`src/sv/mlfd_pkg.sv`:
```
`timescale 1ns / 1ps
// shared types and codes for the marker/length frame deframer
// no dependencies

package mlfd_pkg;

  localparam int unsigned CFG_ADDR_W = 3;
  localparam int unsigned CFG_DATA_W = 32;

  // register indexes
  localparam logic REG_BEGIN_MARKER = 1'b0;
  localparam logic REG_END_MARKER   = 1'b1;

  // result kinds
  localparam logic [1:0] KIND_PAYLOAD  = 2'd0;
  localparam logic [1:0] KIND_FINISHED = 2'd1;
  localparam logic [1:0] KIND_ERROR    = 2'd2;
  localparam logic [1:0] KIND_NONE     = 2'd3;

  // error codes
  localparam logic [1:0] ERR_NONE      = 2'd0;
  localparam logic [1:0] ERR_BAD_BEGIN = 2'd1;
  localparam logic [1:0] ERR_BAD_END   = 2'd2;
  localparam logic [1:0] ERR_TRUNCATED = 2'd3;

  typedef struct packed {
    logic [1:0]  result_kind;
    logic [7:0]  out_byte;
    logic [7:0]  frame_type;
    logic [15:0] frame_length;
    logic [1:0]  error_code;
    logic        buffer_done;
  } result_t;

  typedef struct packed {
    logic [15:0] begin_marker;
    logic [15:0] end_marker;
  } markers_t;

endpackage

```
`src/sv/mlfd_in_if.sv`:
```
`timescale 1ns / 1ps
// byte stream channel into the deframer
// no dependencies

interface mlfd_in_if;
  logic       valid;
  logic       ready;
  logic [7:0] in_byte;
  logic       buffer_last;

  modport source (output valid, output in_byte, output buffer_last, input ready);
  modport sink (input valid, input in_byte, input buffer_last, output ready);
endinterface

```
`src/sv/mlfd_out_if.sv`:
```
`timescale 1ns / 1ps
// result channel out of the deframer
// no dependencies

interface mlfd_out_if;
  logic        valid;
  logic        ready;
  logic [1:0]  result_kind;
  logic [7:0]  out_byte;
  logic [7:0]  frame_type;
  logic [15:0] frame_length;
  logic [1:0]  error_code;
  logic        buffer_done;

  modport source (
    output valid, output result_kind, output out_byte, output frame_type,
    output frame_length, output error_code, output buffer_done, input ready
  );
  modport sink (
    input valid, input result_kind, input out_byte, input frame_type,
    input frame_length, input error_code, input buffer_done, output ready
  );
endinterface

```
`src/sv/mlfd_cfg_regs.sv`:
```
`timescale 1ns / 1ps
// apb register file holding the begin and end marker words
// depends on mlfd_pkg

module mlfd_cfg_regs
  import mlfd_pkg::*;
(
  input  logic                  clk,
  input  logic                  rst,
  input  logic                  psel,
  input  logic                  penable,
  input  logic                  pwrite,
  input  logic [CFG_ADDR_W-1:0] paddr,
  input  logic [CFG_DATA_W-1:0] pwdata,
  output logic [CFG_DATA_W-1:0] prdata,
  output logic                  pready,
  output markers_t              markers
);

  logic reg_sel;
  logic wr_en;

  assign reg_sel = paddr[2];
  assign pready  = 1'b1;
  assign wr_en   = psel && penable && pwrite;

  always_ff @(posedge clk) begin
    if (rst) begin
      markers <= '0;
    end else if (wr_en) begin
      unique case (reg_sel)
        REG_BEGIN_MARKER: markers.begin_marker <= pwdata[15:0];
        REG_END_MARKER:   markers.end_marker   <= pwdata[15:0];
        default: ;
      endcase
    end
  end

  always_comb begin
    prdata = '0;
    unique case (reg_sel)
      REG_BEGIN_MARKER: prdata = {{(CFG_DATA_W-16){1'b0}}, markers.begin_marker};
      REG_END_MARKER:   prdata = {{(CFG_DATA_W-16){1'b0}}, markers.end_marker};
      default:          prdata = '0;
    endcase
  end

endmodule

```
`src/sv/mlfd_parser.sv`:
```
`timescale 1ns / 1ps
// frame parse state machine: one byte per accepted request, at most one result
// depends on mlfd_pkg

module mlfd_parser
  import mlfd_pkg::*;
(
  input  logic       clk,
  input  logic       rst,
  input  logic       accept,
  input  logic [7:0] in_byte,
  input  logic       buffer_last,
  input  markers_t   markers,
  output logic       res_valid,
  output result_t    res
);

  localparam logic [2:0] PH_BEGIN_LO = 3'd0;
  localparam logic [2:0] PH_BEGIN_HI = 3'd1;
  localparam logic [2:0] PH_TYPE     = 3'd2;
  localparam logic [2:0] PH_LEN_LO   = 3'd3;
  localparam logic [2:0] PH_LEN_HI   = 3'd4;
  localparam logic [2:0] PH_PAYLOAD  = 3'd5;
  localparam logic [2:0] PH_END      = 3'd6;
  localparam logic [2:0] PH_SKIP     = 3'd7;

  logic [2:0]  phase, phase_next;
  logic [15:0] payload_remaining, payload_remaining_next;
  logic [7:0]  held_type, held_type_next;
  logic [15:0] held_length, held_length_next;
  logic [7:0]  held_low_byte, held_low_byte_next;

  logic [15:0] word;
  logic [15:0] remaining_dec;
  logic [1:0]  kind;
  logic [1:0]  err;
  logic [7:0]  ob;

  assign word          = {in_byte, held_low_byte};
  assign remaining_dec = payload_remaining - 16'd1;

  always_comb begin
    phase_next             = phase;
    payload_remaining_next = payload_remaining;
    held_type_next         = held_type;
    held_length_next       = held_length;
    held_low_byte_next     = held_low_byte;
    kind                   = KIND_NONE;
    err                    = ERR_NONE;
    ob                     = 8'd0;

    unique case (phase)
      PH_BEGIN_LO: begin
        held_low_byte_next = in_byte;
        held_type_next     = 8'd0;
        held_length_next   = 16'd0;
        phase_next         = PH_BEGIN_HI;
      end
      PH_BEGIN_HI: begin
        if (word != markers.begin_marker) begin
          err = ERR_BAD_BEGIN;
        end else begin
          phase_next = PH_TYPE;
        end
      end
      PH_TYPE: begin
        held_type_next = in_byte;
        phase_next     = PH_LEN_LO;
      end
      PH_LEN_LO: begin
        held_low_byte_next = in_byte;
        phase_next         = PH_LEN_HI;
      end
      PH_LEN_HI: begin
        held_length_next       = word;
        payload_remaining_next = word;
        phase_next             = (word == 16'd0) ? PH_END : PH_PAYLOAD;
      end
      PH_PAYLOAD: begin
        // a payload byte carrying the buffer end becomes a truncation error
        if (!buffer_last) begin
          kind                   = KIND_PAYLOAD;
          ob                     = in_byte;
          payload_remaining_next = remaining_dec;
          if (remaining_dec == 16'd0) begin
            phase_next = PH_END;
          end
        end
      end
      PH_END: begin
        // payload_remaining selects the end marker byte here
        if (payload_remaining == 16'd0) begin
          held_low_byte_next     = in_byte;
          payload_remaining_next = 16'd1;
        end else begin
          payload_remaining_next = 16'd0;
          phase_next             = PH_BEGIN_LO;
          if (word != markers.end_marker) begin
            err = ERR_BAD_END;
          end else begin
            kind = KIND_FINISHED;
          end
        end
      end
      PH_SKIP: begin
      end
      default: begin
      end
    endcase

    if (buffer_last && err == ERR_NONE && kind == KIND_NONE && phase != PH_SKIP) begin
      err = ERR_TRUNCATED;
    end
    if (err != ERR_NONE) begin
      kind       = KIND_ERROR;
      phase_next = PH_SKIP;
    end
    if (buffer_last) begin
      phase_next             = PH_BEGIN_LO;
      payload_remaining_next = 16'd0;
    end
  end

  assign res_valid        = accept && (kind != KIND_NONE);
  assign res.result_kind  = kind;
  assign res.out_byte     = ob;
  assign res.frame_type   = held_type_next;
  assign res.frame_length = held_length_next;
  assign res.error_code   = err;
  assign res.buffer_done  = buffer_last;

  always_ff @(posedge clk) begin
    if (rst) begin
      phase             <= PH_BEGIN_LO;
      payload_remaining <= 16'd0;
      held_type         <= 8'd0;
      held_length       <= 16'd0;
      held_low_byte     <= 8'd0;
    end else if (accept) begin
      phase             <= phase_next;
      payload_remaining <= payload_remaining_next;
      held_type         <= held_type_next;
      held_length       <= held_length_next;
      held_low_byte     <= held_low_byte_next;
    end
  end

endmodule

```
`src/sv/mlfd_out_buf.sv`:
```
`timescale 1ns / 1ps
// result register with a skid stage so input keeps flowing under output stalls
// depends on mlfd_pkg

module mlfd_out_buf
  import mlfd_pkg::*;
(
  input  logic    clk,
  input  logic    rst,
  input  logic    push,
  input  result_t push_data,
  output logic    can_accept,
  output logic    out_valid,
  input  logic    out_ready,
  output result_t out_data
);

  logic    skid_valid;
  result_t skid_data;
  logic    load_out;

  assign can_accept = !skid_valid;
  assign load_out   = !out_valid || out_ready;

  always_ff @(posedge clk) begin
    if (rst) begin
      out_valid  <= 1'b0;
      skid_valid <= 1'b0;
    end else if (load_out) begin
      // push cannot happen while the skid stage is full
      out_valid  <= skid_valid || push;
      skid_valid <= 1'b0;
    end else if (push) begin
      skid_valid <= 1'b1;
    end
  end

  always_ff @(posedge clk) begin
    if (load_out) begin
      out_data <= skid_valid ? skid_data : push_data;
    end else if (push) begin
      skid_data <= push_data;
    end
  end

endmodule

```
`src/sv/marker_length_frame_deframer.sv`:
```
`timescale 1ns / 1ps
// Deframer for marker/type/length/payload/marker frames packed into buffers,
// one byte per request, taken every cycle unless input stalls. Any result
// (payload byte, frame finished, or error) is registered in the output
// register, or in the skid if the output stalls. A two-deep output stage
// (result register plus skid) lets input continue while a result waits;
// input stalls only when both are full. APB 0x0/0x4 set begin/end markers.

module marker_length_frame_deframer
  import mlfd_pkg::*;
(
  input  logic                  clk,
  input  logic                  rst,
  input  logic                  psel,
  input  logic                  penable,
  input  logic                  pwrite,
  input  logic [CFG_ADDR_W-1:0] paddr,
  input  logic [CFG_DATA_W-1:0] pwdata,
  output logic [CFG_DATA_W-1:0] prdata,
  output logic                  pready,
  mlfd_in_if.sink               in_stream,
  mlfd_out_if.source            out_result
);

  markers_t markers;
  logic     accept;
  logic     can_accept;
  logic     res_valid;
  result_t  res;
  result_t  out_data;

  mlfd_cfg_regs u_cfg (
    .clk     (clk),
    .rst     (rst),
    .psel    (psel),
    .penable (penable),
    .pwrite  (pwrite),
    .paddr   (paddr),
    .pwdata  (pwdata),
    .prdata  (prdata),
    .pready  (pready),
    .markers (markers)
  );

  assign in_stream.ready = can_accept;
  assign accept          = in_stream.valid && can_accept;

  mlfd_parser u_parser (
    .clk         (clk),
    .rst         (rst),
    .accept      (accept),
    .in_byte     (in_stream.in_byte),
    .buffer_last (in_stream.buffer_last),
    .markers     (markers),
    .res_valid   (res_valid),
    .res         (res)
  );

  mlfd_out_buf u_out_buf (
    .clk        (clk),
    .rst        (rst),
    .push       (res_valid),
    .push_data  (res),
    .can_accept (can_accept),
    .out_valid  (out_result.valid),
    .out_ready  (out_result.ready),
    .out_data   (out_data)
  );

  assign out_result.result_kind  = out_data.result_kind;
  assign out_result.out_byte     = out_data.out_byte;
  assign out_result.frame_type   = out_data.frame_type;
  assign out_result.frame_length = out_data.frame_length;
  assign out_result.error_code   = out_data.error_code;
  assign out_result.buffer_done  = out_data.buffer_done;

endmodule
```
`src/flat_wrapper.sv`:
```
// flat-port wrapper written by rule: the top's interface ports become plain ports
module marker_length_frame_deframer_flat import mlfd_pkg::*;
  (clk, rst, psel, penable, pwrite, paddr, pwdata, prdata, pready, in_stream_valid, in_stream_in_byte, in_stream_buffer_last, in_stream_ready, out_result_valid, out_result_result_kind, out_result_out_byte, out_result_frame_type, out_result_frame_length, out_result_error_code, out_result_buffer_done, out_result_ready);
  mlfd_in_if in_stream_i ();
  mlfd_out_if out_result_i ();
  input  logic clk;
  input  logic rst;
  input  logic psel;
  input  logic penable;
  input  logic pwrite;
  input  logic [CFG_ADDR_W-1:0] paddr;
  input  logic [CFG_DATA_W-1:0] pwdata;
  output logic [CFG_DATA_W-1:0] prdata;
  output logic pready;
  input wire logic [$bits(in_stream_i.valid)-1:0] in_stream_valid;
  input wire logic [$bits(in_stream_i.in_byte)-1:0] in_stream_in_byte;
  input wire logic [$bits(in_stream_i.buffer_last)-1:0] in_stream_buffer_last;
  output wire logic [$bits(in_stream_i.ready)-1:0] in_stream_ready;
  output wire logic [$bits(out_result_i.valid)-1:0] out_result_valid;
  output wire logic [$bits(out_result_i.result_kind)-1:0] out_result_result_kind;
  output wire logic [$bits(out_result_i.out_byte)-1:0] out_result_out_byte;
  output wire logic [$bits(out_result_i.frame_type)-1:0] out_result_frame_type;
  output wire logic [$bits(out_result_i.frame_length)-1:0] out_result_frame_length;
  output wire logic [$bits(out_result_i.error_code)-1:0] out_result_error_code;
  output wire logic [$bits(out_result_i.buffer_done)-1:0] out_result_buffer_done;
  input wire logic [$bits(out_result_i.ready)-1:0] out_result_ready;
  assign in_stream_i.valid = in_stream_valid;
  assign in_stream_i.in_byte = in_stream_in_byte;
  assign in_stream_i.buffer_last = in_stream_buffer_last;
  assign in_stream_ready = in_stream_i.ready;
  assign out_result_valid = out_result_i.valid;
  assign out_result_result_kind = out_result_i.result_kind;
  assign out_result_out_byte = out_result_i.out_byte;
  assign out_result_frame_type = out_result_i.frame_type;
  assign out_result_frame_length = out_result_i.frame_length;
  assign out_result_error_code = out_result_i.error_code;
  assign out_result_buffer_done = out_result_i.buffer_done;
  assign out_result_i.ready = out_result_ready;
  marker_length_frame_deframer u_core (.clk(clk), .rst(rst), .psel(psel), .penable(penable), .pwrite(pwrite), .paddr(paddr), .pwdata(pwdata), .prdata(prdata), .pready(pready), .in_stream(in_stream_i), .out_result(out_result_i));
endmodule
```
`config.mk`:
```
export PLATFORM = sky130hd
export DESIGN_NAME = marker_length_frame_deframer_flat
export DESIGN_NICKNAME = d
export VERILOG_FILES = /design/src/sv/mlfd_pkg.sv /design/src/sv/mlfd_in_if.sv /design/src/sv/mlfd_out_if.sv /design/src/sv/mlfd_cfg_regs.sv /design/src/sv/mlfd_parser.sv /design/src/sv/mlfd_out_buf.sv /design/src/sv/marker_length_frame_deframer.sv /design/src/flat_wrapper.sv
export SDC_FILE = /design/constraint.sdc
export NUM_CORES = 1
export LEC_CHECK = 0
export BUFFER_PORTS_ARGS = -buffer_cell sky130_fd_sc_hd__buf_2
export CAP_MARGIN = 30
export CORE_MARGIN = 2
export CORE_UTILIZATION = 50
export CTS_CLUSTER_SIZE = 20
export DETAILED_ROUTE_END_ITERATION = 10
export PLACE_DENSITY = 0.81
export SKIP_LAST_GASP = 1
export SLEW_MARGIN = 10
export SYNTH_ARGS = -nofsm -noshare
export SYNTH_HDL_FRONTEND = slang
export SYNTH_SLANG_ARGS = --single-unit
```
`constraint.sdc`:
```
create_clock -name clk -period 5.1 [get_ports clk]
set_input_delay 1.02 -clock clk [delete_from_list [all_inputs] [get_ports clk]]
set_output_delay 1.02 -clock clk [all_outputs]
set_load 0.005 [all_outputs]
```
; Yosys cells after proc, flatten, opt, wreduce, memory -nomap -nowiden
; Index checks and enable logic that the tools add are counted.
[classes]
n_bitwise = 2
add_sub_neg = 1
n_eq_ne = 15
n_reduce_logical = 28
muxes = 28
[op_table]
columns = op, count
row1 = 32-bit one-hot mux with 2 select lines, 1
row2 = 16-bit logical NOT, 3
row3 = 16-bit one-hot mux with 3 select lines, 1
row4 = 37-bit 2-to-1 mux, 1
row5 = 16-bit inequality test, 2
row6 = 16-bit one-hot mux with 2 select lines, 1
row7 = 8-bit one-hot mux with 2 select lines, 2
row8 = 8-bit 2-to-1 mux, 3
row9 = 3-bit one-hot mux with 7 select lines, 1
row10 = 16-bit 2-to-1 mux, 1
row11 = 2-bit 2-to-1 mux, 8
row12 = "16-bit by 1-bit subtractor with 16-bit output, second input constant", 1
row13 = 3-bit 2-to-1 mux, 5
row14 = "4-bit inequality test, second input constant", 3
row15 = "3-bit equality test, second input constant", 3
row16 = 9-bit nonzero test, 1
row17 = 2-bit one-hot mux with 2 select lines, 2
row18 = 2-bit AND reduction, 4
row19 = 1-bit logical AND, 7
row20 = "3-bit by 2-bit equality test with 1-bit output, second input constant", 2
row21 = 5-bit AND reduction, 1
row22 = "2-bit inequality test, second input constant", 2
row23 = 2-bit nonzero test, 2
row24 = 4-bit nonzero test, 1
row25 = other kinds (11), 16
[totals]
input_bits = 51
regBits = 159
out_inout_bits = 72

; Depth between registers and ports, before layout
[depth]
word_depth = 14
ltp_mapped = 10
depth_no_buf = 8

; Modules after synthesis
; From an unflattened synthesis, not the netlist that was laid out.
[unflattened]
cells_unflattened = 805
area_unflattened_um2 = 8035.2
[by_module_without_submodules]
columns = module, cells_per_inst, area_each_um2, n_inst
row1 = mlfd_parser, 519, 3557.2, 1
row2 = mlfd_out_buf, 124, 2781.4, 1
row3 = mlfd_cfg_regs, 161, 1690.4, 1
row4 = marker_length_frame_deframer, 1, 6.3, 1

; Worst setup path after synthesis
; OpenSTA, ideal clock, no wires.
[synth_path]
kind = input -> register
startpoint = in out_result_ready
endpoint = reg u_core.u_out_buf.skid_data[0] (netlist name) (enable)
n_path_buf = 0
required_ns = 4.623
t_arrival_ns = 4.640
path_slack_ns = -0.018
cell_stages = 2
cell_sequence = nand2b_1 -> nor3_1
[synth_between]
elab_chain_len = 3
[synth_lines]
columns = item, line
row1 = "start, declared", flat_wrapper.sv:26  ; input wire logic [$bits(out_result_i.ready)-1:0] out_result_ready;
row2 = 1-bit logical OR, mlfd_out_buf.sv:23  ; assign load_out = !out_valid || out_ready;
row3 = 1-bit NOT (no line), -
row4 = 2-bit AND reduction (no line), -
row5 = "end signal, assigned", mlfd_out_buf.sv:42  ; skid_data <= push_data;
row6 = "end, declared", mlfd_out_buf.sv:19  ; result_t skid_data;
; Every way passes these cells.
; A chain may end at the register's enable or synchronous reset.

==> results.cfg <==
[outcome]
status = complete, no violations

[setup_path]
startpoint_type = flop
r2r_slack_ns = 1.81
r2r-end = u_core.u_out_buf.skid_data[10]
cp.required_ns = 5.22
worstSetupPathType = flop to flop
r2r.worst_path.cells = 9
end_kind = flop
crit_arrival_ns = 3.41
r2r-start = u_core.u_parser.payload_remaining[0]
cp_max_fo = 28

[cts]
insertion_delay_ns = 0.43
clk_path_buf_depth = 2
cts.sinks = 159
cts_setup_buffers = 0
cts.clk_slew.worst_paths_ns = 0.06
htreeDepth = 4
holdBufCountCts = 0
cts_root_buf = clkbuf_16
cts_buffers = 17
cts_tree = built
cts_resized = 0

[routing]
vias_per_cell = 5.54
drc_errors = 0
drt-initial-drc-count = 569
wirelength_um = 17400
dr.pass1.iters = 5
wl_per_cell_um = 15.9
ant_nets = 0
num_vias = 6047

[power]
p_leak_uw = 0.00352
irDropWorstVdd_mv = 0.258
power_density_nw_per_um2 = 338

[final_layout]
diodes = 0
drive_above_1_share_pct = 23.6
fill_cells = 1288
syn_to_final_growth_pct = 13.7
multiInputGateArea_sq_um = 3510
seq_area_sq_um = 3920
fin_nets = 920

[die]
die_w_um = 129
core_sq_um = 15300
fp-row-count = 45
pin_count = 123
fp.dieH_um = 129
initial_core_util_pct = 51.2
dieArea_sq_um = 16700

[timing]
hold_viol = 0
min_period_ns = 3.29
setup_tns_ns = 0
relSlewSlack_pct = 39.0
rsz0062_at_grt = no
setup_violations = 0
worst_slew_pin_slew_ns = 0.913
slew_violations = 0
worst_hold_slack_ns = 0.489
fmaxAchievable_mhz = 304
skew_ns = 0.00879
min_period_over_period_pct = 64.4

[global_routing]
gr-total-overflow = 0
antenna_found_initial = 0
track_usage_pct = 21.9
first_global_vias = 5606
grt_max_degree = 43
grt_first_pass_wirelength_um = 28300

[yosys]
post-synth-top-count-cell = nand2_1
syn_inst = 810
synth_edf_count = 74
synth_area_leaders = edfxtp_1 28%, dfxtp_1 22%, mux2_2 7.3%
ys_ff_latch = 159
synth_common_cells = 131 x nand2_1, 85 x dfxtp_1, 75 x nor2_1, 74 x edfxtp_1, 51 x mux2_2
syn_avg_cell_area_sq_um = 9.65
ys_seq_area_share_pct = 50.2
async_flop_share_pct = 0
syn_area_sq_um = 7820
ys.flop_type = dfxtp_1
synth_warnings = 0
yosysTopAreaCellShare_pct = 28.4
synth.distinct_cells = 66
yosysTopAreaCell = edfxtp_1

[min_path]
holdPathEnd = u_core.u_cfg.markers[30]
worstHoldStart = u_core.u_cfg.markers[30]
hold_path.class = flop to flop
hold_path_depth = 2

[placement]
portBuffers = 87
place_congestion = 0.890
place_hpwl_um = 11600

[run]
maxCapViolCount = 0
## where the power goes
group          leakage, uW  internal (uW)  total, uW  switching (uW)
clock network     0.000293            743       1270             526
registers          0.00146           1390       1430            39.8
logic              0.00176            125        305             180
total              0.00352           2260       3000             746
## cells by family (layout without fill, tap and decap cells)
group / Yosys count / count (layout) / synth area share [%]
XOR/XNOR: 38 / 38 / 4.26
adder cells (fa/ha/maj): 2 / 2 / 0.320
other: 2 / 17 / 0.0961
flip-flops: 159 / 159 / 50.2
AO/OA/AOI/OAI: 141 / 141 / 11.0
buffers and inverters: 84 / 139 / 5.76
multiplexers: 63 / 63 / 8.95
AND/OR/NAND/NOR: 321 / 321 / 19.4
## worst max path at each step
stage | endpoint | slack (ns) | start
after global routing | u_core.u_out_buf.skid_data[11] | 1.57 | u_core.u_parser.payload_remaining[0]
after detailed placement | u_core.u_out_buf.out_data[2] | 1.71 | in_stream_in_byte[4]
final | u_core.u_out_buf.skid_data[10] | 1.81 | u_core.u_parser.payload_remaining[0]
after global placement | u_core.u_out_buf.out_data[2] | 1.71 | in_stream_in_byte[4]
after CTS | u_core.u_out_buf.skid_data[11] | 1.81 | u_core.u_parser.payload_remaining[0]
after floorplan | u_core.u_out_buf.skid_data[0] | 1.11 | out_result_ready
## sequential cells by signal (all words and copies together) (netlist names)
register / count
u_core.u_out_buf.skid_valid: 1
u_core.u_out_buf.out_valid: 1
u_core.u_parser.phase: 3
u_core.u_cfg.markers: 32
u_core.u_parser.held_length: 16
u_core.u_out_buf.out_data: 37
u_core.u_out_buf.skid_data: 37
u_core.u_parser.held_type: 8
u_core.u_parser.held_low_byte: 8
u_core.u_parser.payload_remaining: 16
## critical path: stages (launching register included)
cell     delay [ns]
dfxtp_1        0.39
inv_1          0.12
ha_1           0.29
or3b_1         0.52
nor3_4         0.32
a31oi_1        0.14
o22ai_2        0.30
nor2_1         0.14
nor3_4         0.48
buf_12         0.26
## area by class of cell
cell class / count / share of cell area [%]
clock inverters: 14 / 1.72
well taps: 211 / 2.97
multi-input cells: 582 / 39.5
clock buffers: 18 / 4.94
inverters: 7 / 0.296
flip-flops and latches: 159 / 44.1
repair buffers: 100 / 6.40
## placed cells by master (no fill, tap or decap), types with 3 or more instances in the layout
cell type / Yosys / routed
a21oi_1: 49 / 49
inv_1: 7 / 7
xnor2_1: 35 / 35
dfxtp_1: 85 / 85
nand2b_1: 25 / 24
and2_1: 11 / 11
buf_6: 4 / 3
a22oi_1: 7 / 7
o221a_2: 3 / 3
xor2_1: 3 / 3
edfxtp_1: 74 / 74
buf_2: 3 / 87
o21ai_0: 47 / 47
nand4_1: 9 / 9
mux2i_1: 11 / 11
o21bai_1: 5 / 5
nand2_1: 131 / 131
inv_6: 0 / 5
nor3_1: 34 / 33
buf_4: 18 / 8
nor4_1: 11 / 11
clkinv_2: 0 / 3
o221ai_1: 3 / 3
clkbuf_16: 0 / 17
o211a_1: 3 / 3
nor2_1: 75 / 75
o31ai_1: 5 / 5
mux2_2: 51 / 51
conb_1: 2 / 17
or2_2: 4 / 4
## through the flow
step | utilization, % | std cells | total power [uW] | instance area [sq um] | setup WS [ns]
global route | 58.3 | 1091 | 3120 | 8890 | 1.57
floorplan | - | 825 | 1670 | 7880 | 1.11
finish | 58.3 | 1091 | 3000 | 8890 | 1.81
CTS | 58.1 | 1090 | 3020 | 8870 | 1.81
global placement | 54.0 | 1055 | 1750 | 8240 | 1.71
detailed placement | 54.3 | 1058 | 1760 | 8280 | 1.71
## routing by layer
metal  up-vias  track usage (%)  wire length [um]
met5         -                0                 0
met4         0             9.46               405
met3        37             4.29              1210
met2       244             34.1              8050
met1      2859             29.9              7720
li1       2907                -                 -
Note: power is estimated with default switching activity, not from simulation.
